[config.mk]
export PLATFORM = sky130hd
export DESIGN_NAME = multi_slot_software_timer_unit
export DESIGN_NICKNAME = d
export VERILOG_FILES = /design/src/design/mst_pkg.sv /design/src/design/mst_ram.sv /design/src/design/multi_slot_software_timer_unit.sv
export VERILOG_INCLUDE_DIRS = /design/src /design/src/design
export SDC_FILE = /design/constraint.sdc
export NUM_CORES = 2
export LEC_CHECK = 0
export BUFFER_PORTS_ARGS = -buffer_cell sky130_fd_sc_hd__buf_2
export CORE_MARGIN = 2
export CORE_UTILIZATION = 62
export CTS_CLUSTER_DIAMETER = 80
export DETAILED_ROUTE_END_ITERATION = 8
export GPL_TIMING_DRIVEN = 0
export PLACE_DENSITY = 0.78
export SKIP_CTS_REPAIR_TIMING = 1
export SYNTH_ARGS = -nofsm -noshare
export SYNTH_HDL_FRONTEND = slang
export SYNTH_SLANG_ARGS = --single-unit
[constraint.sdc]
create_clock -name aclk -period 13.8 [get_ports aclk]
set_input_delay 2.07 -clock aclk [delete_from_list [all_inputs] [get_ports aclk]]
set_output_delay 2.07 -clock aclk [all_outputs]
set_load 0.005 [all_outputs]
[src/design/multi_slot_software_timer_unit_assert.svh]
// Assertion macros for the timer table.
`ifndef MULTI_SLOT_SOFTWARE_TIMER_UNIT_ASSERT_SVH
`define MULTI_SLOT_SOFTWARE_TIMER_UNIT_ASSERT_SVH

// Same-cycle implication, checked out of reset.
`define MST_ASSERT_NOW(lbl, ante, cons, msg) \
    lbl: assert property (@(posedge aclk) disable iff (!aresetn) (ante) |-> (cons)) \
        else $error(msg);

// Next-cycle implication, checked out of reset.
`define MST_ASSERT_NEXT(lbl, ante, cons, msg) \
    lbl: assert property (@(posedge aclk) disable iff (!aresetn) (ante) |=> (cons)) \
        else $error(msg);

`endif

[src/design/mst_pkg.sv]
// Types and constants shared by the timer table modules.
package mst_pkg;

    localparam int SLOTS_DEFAULT = 8;

    localparam logic [1:0] OP_START = 2'd0;
    localparam logic [1:0] OP_CLEAR = 2'd1;
    localparam logic [1:0] OP_TICK  = 2'd2;

    localparam logic [1:0] KIND_STARTED = 2'd0;
    localparam logic [1:0] KIND_FULL    = 2'd1;
    localparam logic [1:0] KIND_FIRED   = 2'd2;

    typedef struct packed {
        logic [1:0]         opcode;
        logic [31:0]        now_ms;
        logic [15:0]        period_ms;
        logic [15:0]        repeat_limit;
        logic signed [15:0] user_value;
        logic [15:0]        target_id;
    } in_item_t;

    typedef struct packed {
        logic [1:0]         kind;
        logic [15:0]        timer_id;
        logic [15:0]        fire_count;
        logic signed [15:0] user_value_out;
        logic               finished;
        logic               last;
    } out_item_t;

    typedef struct packed {
        logic [15:0]        period_ms;
        logic [31:0]        last_time;
        logic [15:0]        repeat_limit;
        logic [15:0]        fire_count;
        logic signed [15:0] user_value;
    } slot_rec_t;

    typedef enum logic [1:0] {
        ST_IDLE,
        ST_START,
        ST_EVAL,
        ST_FLUSH
    } state_t;

endpackage

[src/design/mst_ram.sv]
// Slot record memory: one write port, one read port, registered read data.
module mst_ram #(
    parameter int DEPTH = mst_pkg::SLOTS_DEFAULT,
    parameter int AW    = (DEPTH > 1) ? $clog2(DEPTH) : 1
) (
    input  logic               aclk,
    input  logic               we,
    input  logic [AW-1:0]      waddr,
    input  mst_pkg::slot_rec_t wdata,
    input  logic [AW-1:0]      raddr,
    output mst_pkg::slot_rec_t rdata
);

    mst_pkg::slot_rec_t mem [DEPTH];
    mst_pkg::slot_rec_t rdata_reg;

    always_ff @(posedge aclk) begin
        if (we) begin
            mem[waddr] <= wdata;
        end
        rdata_reg <= mem[raddr];
    end

    assign rdata = rdata_reg;

endmodule

[src/design/multi_slot_software_timer_unit.sv]
// Timer table top level: sequencer, slot flags and ids, result register.
// A start item returns one result; a clear stops every slot with a matching
// id at once; a tick walks the slot memory one slot per cycle while no fire
// waits on a full result register. A start, a fire that finds an earlier
// fire still held, and the final fire of a tick each wait while the result
// register is still occupied. The walk rate is
// set by the single read port of the slot memory. Fires come out in slot
// order, only the last one of a tick carries last = 1; a tick with nothing
// due and a clear give no result. New items are taken whenever the
// sequencer is idle, even while a result waits for m_ready.
`include "multi_slot_software_timer_unit_assert.svh"

module multi_slot_software_timer_unit #(
    parameter int SLOTS = mst_pkg::SLOTS_DEFAULT
) (
    input  logic               aclk,
    input  logic               aresetn,
    input  logic               s_valid,
    output logic               s_ready,
    input  mst_pkg::in_item_t  s_item,
    output logic               m_valid,
    input  logic               m_ready,
    output mst_pkg::out_item_t m_item
);

    localparam int IW = (SLOTS > 1) ? $clog2(SLOTS) : 1;

    mst_pkg::state_t    state_reg, state_next;
    mst_pkg::in_item_t  cmd_reg;
    logic [IW-1:0]      idx_reg, idx_next;
    logic [SLOTS-1:0]   running_reg;
    logic [15:0]        id_reg [SLOTS];
    logic [15:0]        next_id_reg;
    logic               held_valid_reg;
    mst_pkg::out_item_t held_reg;
    logic               m_valid_reg;
    mst_pkg::out_item_t m_item_reg;

    logic               accept;
    logic               out_free;
    logic [IW-1:0]      free_idx;
    logic               free_found;
    logic               last_slot;
    logic [31:0]        elapsed;
    logic               due;
    logic [15:0]        new_count;
    logic               fin;
    logic               eval_go;
    logic [15:0]        issue_id;

    logic               mem_we;
    logic [IW-1:0]      mem_waddr;
    mst_pkg::slot_rec_t mem_wdata;
    logic [IW-1:0]      rd_addr;
    mst_pkg::slot_rec_t rd_rec;

    logic               out_load;
    mst_pkg::out_item_t out_data;
    logic               held_load;
    mst_pkg::out_item_t held_data;
    logic               held_clear;
    logic               claim;
    logic               stop;

    mst_ram #(
        .DEPTH (SLOTS),
        .AW    (IW)
    ) u_ram (
        .aclk  (aclk),
        .we    (mem_we),
        .waddr (mem_waddr),
        .wdata (mem_wdata),
        .raddr (rd_addr),
        .rdata (rd_rec)
    );

    assign s_ready  = (state_reg == mst_pkg::ST_IDLE);
    assign accept   = s_valid && s_ready;
    assign out_free = !m_valid_reg || m_ready;
    assign m_valid  = m_valid_reg;
    assign m_item   = m_item_reg;
    assign issue_id = 16'(next_id_reg + 16'd1);

    always_comb begin
        free_idx   = '0;
        free_found = 1'b0;
        for (int i = SLOTS - 1; i >= 0; i--) begin
            if (!running_reg[i]) begin
                free_idx   = IW'(i);
                free_found = 1'b1;
            end
        end
    end

    assign last_slot = (idx_reg == IW'(SLOTS - 1));
    assign elapsed   = cmd_reg.now_ms - rd_rec.last_time;
    assign due       = running_reg[idx_reg] && (elapsed >= {16'd0, rd_rec.period_ms});
    assign new_count = 16'(rd_rec.fire_count + 16'd1);
    assign fin       = (rd_rec.repeat_limit != 16'd0) && (rd_rec.repeat_limit == new_count);
    assign eval_go   = (state_reg == mst_pkg::ST_EVAL) && (!due || !held_valid_reg || out_free);

    always_comb begin
        state_next = state_reg;
        case (state_reg)
            mst_pkg::ST_IDLE: begin
                if (accept && s_item.opcode == mst_pkg::OP_START) begin
                    state_next = mst_pkg::ST_START;
                end else if (accept && s_item.opcode == mst_pkg::OP_TICK) begin
                    state_next = mst_pkg::ST_EVAL;
                end
            end
            mst_pkg::ST_START: begin
                if (out_free) begin
                    state_next = mst_pkg::ST_IDLE;
                end
            end
            mst_pkg::ST_EVAL: begin
                if (eval_go && last_slot) begin
                    state_next = mst_pkg::ST_FLUSH;
                end
            end
            mst_pkg::ST_FLUSH: begin
                if (!held_valid_reg || out_free) begin
                    state_next = mst_pkg::ST_IDLE;
                end
            end
            default: state_next = mst_pkg::ST_IDLE;
        endcase
    end

    always_comb begin
        mem_we     = 1'b0;
        mem_waddr  = idx_reg;
        mem_wdata  = rd_rec;
        rd_addr    = '0;
        idx_next   = idx_reg;
        out_load   = 1'b0;
        out_data   = '0;
        held_load  = 1'b0;
        held_data  = '0;
        held_clear = 1'b0;
        claim      = 1'b0;
        stop       = 1'b0;
        case (state_reg)
            mst_pkg::ST_IDLE: begin
                idx_next = '0;
            end
            mst_pkg::ST_START: begin
                if (out_free) begin
                    out_load      = 1'b1;
                    out_data.last = 1'b1;
                    if (free_found) begin
                        claim                  = 1'b1;
                        mem_we                 = 1'b1;
                        mem_waddr              = free_idx;
                        mem_wdata.period_ms    = cmd_reg.period_ms;
                        mem_wdata.last_time    = cmd_reg.now_ms;
                        mem_wdata.repeat_limit = cmd_reg.repeat_limit;
                        mem_wdata.fire_count   = 16'd0;
                        mem_wdata.user_value   = cmd_reg.user_value;
                        out_data.kind          = mst_pkg::KIND_STARTED;
                        out_data.timer_id      = issue_id;
                    end else begin
                        out_data.kind = mst_pkg::KIND_FULL;
                    end
                end
            end
            mst_pkg::ST_EVAL: begin
                rd_addr = (eval_go && !last_slot) ? IW'(idx_reg + 1'b1) : idx_reg;
                if (eval_go) begin
                    if (!last_slot) begin
                        idx_next = IW'(idx_reg + 1'b1);
                    end
                    if (due) begin
                        mem_we                   = 1'b1;
                        mem_wdata.last_time      = cmd_reg.now_ms;
                        mem_wdata.fire_count     = new_count;
                        stop                     = fin;
                        held_load                = 1'b1;
                        held_data.kind           = mst_pkg::KIND_FIRED;
                        held_data.timer_id       = id_reg[idx_reg];
                        held_data.fire_count     = new_count;
                        held_data.user_value_out = rd_rec.user_value;
                        held_data.finished       = fin;
                        if (held_valid_reg) begin
                            out_load = 1'b1;
                            out_data = held_reg;
                        end
                    end
                end
            end
            mst_pkg::ST_FLUSH: begin
                if (held_valid_reg && out_free) begin
                    out_load      = 1'b1;
                    out_data      = held_reg;
                    out_data.last = 1'b1;
                    held_clear    = 1'b1;
                end
            end
            default: ;
        endcase
    end

    always_ff @(posedge aclk) begin
        if (!aresetn) begin
            state_reg      <= mst_pkg::ST_IDLE;
            idx_reg        <= '0;
            running_reg    <= '0;
            next_id_reg    <= '0;
            held_valid_reg <= 1'b0;
            m_valid_reg    <= 1'b0;
            for (int i = 0; i < SLOTS; i++) begin
                id_reg[i] <= '0;
            end
        end else begin
            state_reg <= state_next;
            idx_reg   <= idx_next;
            if (accept && s_item.opcode == mst_pkg::OP_CLEAR) begin
                for (int i = 0; i < SLOTS; i++) begin
                    if (id_reg[i] == s_item.target_id) begin
                        running_reg[i] <= 1'b0;
                    end
                end
            end
            if (claim) begin
                running_reg[free_idx] <= 1'b1;
                id_reg[free_idx]      <= issue_id;
                next_id_reg           <= issue_id;
            end
            if (stop) begin
                running_reg[idx_reg] <= 1'b0;
            end
            if (held_load) begin
                held_valid_reg <= 1'b1;
            end else if (held_clear) begin
                held_valid_reg <= 1'b0;
            end
            if (out_load) begin
                m_valid_reg <= 1'b1;
            end else if (m_ready) begin
                m_valid_reg <= 1'b0;
            end
        end
    end

    always_ff @(posedge aclk) begin
        if (accept) begin
            cmd_reg <= s_item;
        end
        if (held_load) begin
            held_reg <= held_data;
        end
        if (out_load) begin
            m_item_reg <= out_data;
        end
    end

    `MST_ASSERT_NOW(a_no_overwrite, out_load, out_free, "result register overwritten")
    `MST_ASSERT_NOW(a_held_kept, held_load && held_valid_reg, out_load, "held fire dropped")
    `MST_ASSERT_NOW(a_idle_empty, s_ready, !held_valid_reg, "idle with a pending fire")
    `MST_ASSERT_NEXT(a_tick_walk, accept && s_item.opcode == mst_pkg::OP_TICK,
        state_reg == mst_pkg::ST_EVAL && idx_reg == '0, "tick did not start walk")

endmodule
==> impl_metrics.toml <==
[outcome]
status = "finished clean"

[synthesis]
synth-async-reset-ratio_pct = 0
synth_ff_type = "edfxtp_1"
netlist_instances = 3697
synth.avg_cell_area_sq_um = 14.0
ys_types = 78
ys_ff_latch = 1208
yosysWarnings = 0
synth_area_sq_um = 51800
synth_edf_count = 1078
syn-num-nets = 3856
yosysSeqAreaShare_pct = 67.6

[cells_and_area]
fillers = 5231
nNetsFinal = 4171
largest_register_ffs = 768
multi_input_area_sq_um = 15500
syn_to_final_growth_pct = 13.9
stdcell_count = 5192
regArea_sq_um = 35000
post_route_cells_drive_above_1_share_pct = 14.4

[route]
vias_per_cell = 6.38
drc = 0
via_count = 33200
wl_per_cell_microns = 26.1
wl_microns = 136000
ant_nets = 0
firstDrtPassIters = 7
drt-initial-drc-count = 4014

[global_routing]
grt_max_degree = 63
groute.usage.overall_pct = 31.4
grt-ovfl-total = 0
antenna_found_initial = 4
grt_pass1_vias = 32500
grt_pass1_wl_microns = 200000

[worst_setup_path]
reg2reg_depth = 26
r2r_slack_ps = 5410
critPathMaxFanout = 24
worstPathArrival_ps = 8830
path_class = "reg2reg"
reg2reg_from = "cmd_reg[64]"
critPathMaxStageDelay_ps = 840
startpoint_type = "register"
r2r-end = "u_ram.mem[1][0]"
cp.required_ps = 14230
path_delay_family = "compound AO/OA/AOI/OAI gates"
crit_slowest_cell = "o21ai_0"
endpoint_kind = "register"
crit_buf_inv = 6

[timing]
slew_headroom_pct = 12.3
fin_crit_sh_pct = 60.8
fin_setup_tns_ps = 0
drv_slew = 0
whs_ps = 504
setup_violations = 0
rsz0062_at_grt = "false"
worstMarginPinSlew_ps = 1310
skew_ps = 26.5
clock.fmax_mhz = 119
period_minus_slack_ps = 8390
hold_viol = 0

[power]
leakage_nw = 19.9
powerDensity_nw_per_um2 = 184
ir_drop_mv = 0.131
p_total_mw = 10.8

[hold_path]
hp-class = "reg2reg"
hold_end = "next_id_reg[1]"
min_from = "next_id_reg[1]"
holdPathStages = 2

[clock_network]
clockBufferDepth = 3
path_clk_slew_ps = 60
numCtsBuffers = 119
cts_sinks = 1208
root_buffer = "clkbuf_16"
clock_latency_ps = 710
tritoncts = "yes"
htree_num_levels = 3

[die]
initial_utilization_pct = 62.9
core.rowCount = 105
die_x_microns = 293
core_area_sq_um = 82400
num_io_pins = 156
die_area_sq_um = 85800
die_y_microns = 293

[place]
numPortBuffers = 138
hpwl_microns = 92000
dp_cells = 4961
gp_congestion = 0.968

[job]
maxCapViolCount = 0
## metrics by stage
stage / setup slack (ps) / utilization (%) / area [sq um]
final: 5410 / 71.6 / 59000
after global routing: 5120 / 71.6 / 59000
after CTS: 5710 / 71.6 / 59000
after detailed placement: 5760 / 66.6 / 54800
after global placement: -4600 / 65.3 / 53800
after floorplan: 3030 / - / 51800
## cell usage after synthesis, drive strengths merged (3+ instances only)
cell type	count	area (sq um)
a211oi	196	1730
o221ai	3	26.3
and2	71	447
buf	77	542
mux4	32	721
mux2i	213	2130
o2111ai	6	52.6
nor3b	9	67.6
nor4	19	125
xnor2	128	1120
nand4	51	319
a21o	12	90.1
edfxtp	1078	32400
a22oi	5	37.5
nor2b	107	669
a21boi	9	67.6
o211a	3	30.0
o31ai	5	37.5
and2b	3	22.5
ha	56	701
a31oi	20	125
o211ai	8	60.1
dfxtp	130	2600
nor2	245	920
and3	14	87.6
a32o	96	961
o21ai	70	354
a2111oi	3	26.3
or3	8	50.1
o21a	9	67.6
nor3	24	131
xor2	75	657
a21oi	86	442
nand2	410	1540
clkbuf	149	571
nand3	39	195
nand2b	15	93.8
a31o	4	35.0
o2bb2ai	4	35.0
mux2	29	327
a22o	65	569
inv	79	297
a311oi	3	26.3
## worst max path at each step
stage                           start                to  depth (start not counted)
after global routing      cmd_reg[64]   u_ram.mem[1][0]                         26
final                     cmd_reg[64]   u_ram.mem[1][0]                         26
after CTS                 cmd_reg[64]   u_ram.mem[1][1]                         26
after floorplan           cmd_reg[64]   u_ram.mem[6][0]                         22
after detailed placement  cmd_reg[64]   u_ram.mem[1][0]                         26
after global placement    cmd_reg[64]  u_ram.mem[6][61]                         21
## final cells by class
type / instances / area share (%)
antenna: 3 / 0.0127
multi-input combinational: 2184 / 26.3
clock buffer: 159 / 5.49
inverter: 79 / 0.507
sequential: 1208 / 59.3
buffer: 226 / 1.89
tap: 1070 / 2.27
clock inverter: 69 / 1.51
timing repair buffer: 194 / 2.70
## metal layers
layer,up-vias,part of all wire [%],GRT usage [%]
li1,14600,-,-
met1,16400,38,41.7
met2,1849,48,52.0
met3,352,9.5,5.08
met4,0,4.1,13.1
met5,-,0,0
## worst min-delay path, stage by stage (launching register included)
cell and delay, ps:
dfxtp_1 330, nand2_1 60, a21boi_0 70
## report_power, final
group / switching [mW] / internal [mW]
logic: 1.83 / 0.918
clock network: 1.39 / 1.98
registers: 0.177 / 4.54
total: 3.39 / 7.43
## kinds of logic after synthesis
family | after synthesis | share of synthesized area, %
DFF | 1208 | 67.6
and+or+nand+nor | 1025 | 9.21
AOI/OAI and AO/OA | 625 | 9.55
buffers and inverters | 305 | 2.72
muxes | 274 | 6.14
xor gates and xnor gates | 203 | 3.43
adders and majority gates | 57 | 1.39
## cells in the final DEF, fill, tap and decap left out, types with 51 or more instances in the layout
cell / count
a211oi_2: 51
a21oi_1: 82
clkbuf_16: 119
xor2_1: 75
buf_2: 163
a211oi_1: 145
and2_1: 69
edfxtp_1: 1078
clkbuf_1: 174
nor2b_1: 107
nor2_1: 239
inv_1: 78
a22o_1: 65
mux2i_1: 213
a32o_1: 96
dfxtp_1: 130
ha_1: 56
nand2_1: 410
xnor2_1: 128
nand4_1: 51
o21ai_0: 61
Note: power is estimated with default switching activity, not from simulation.
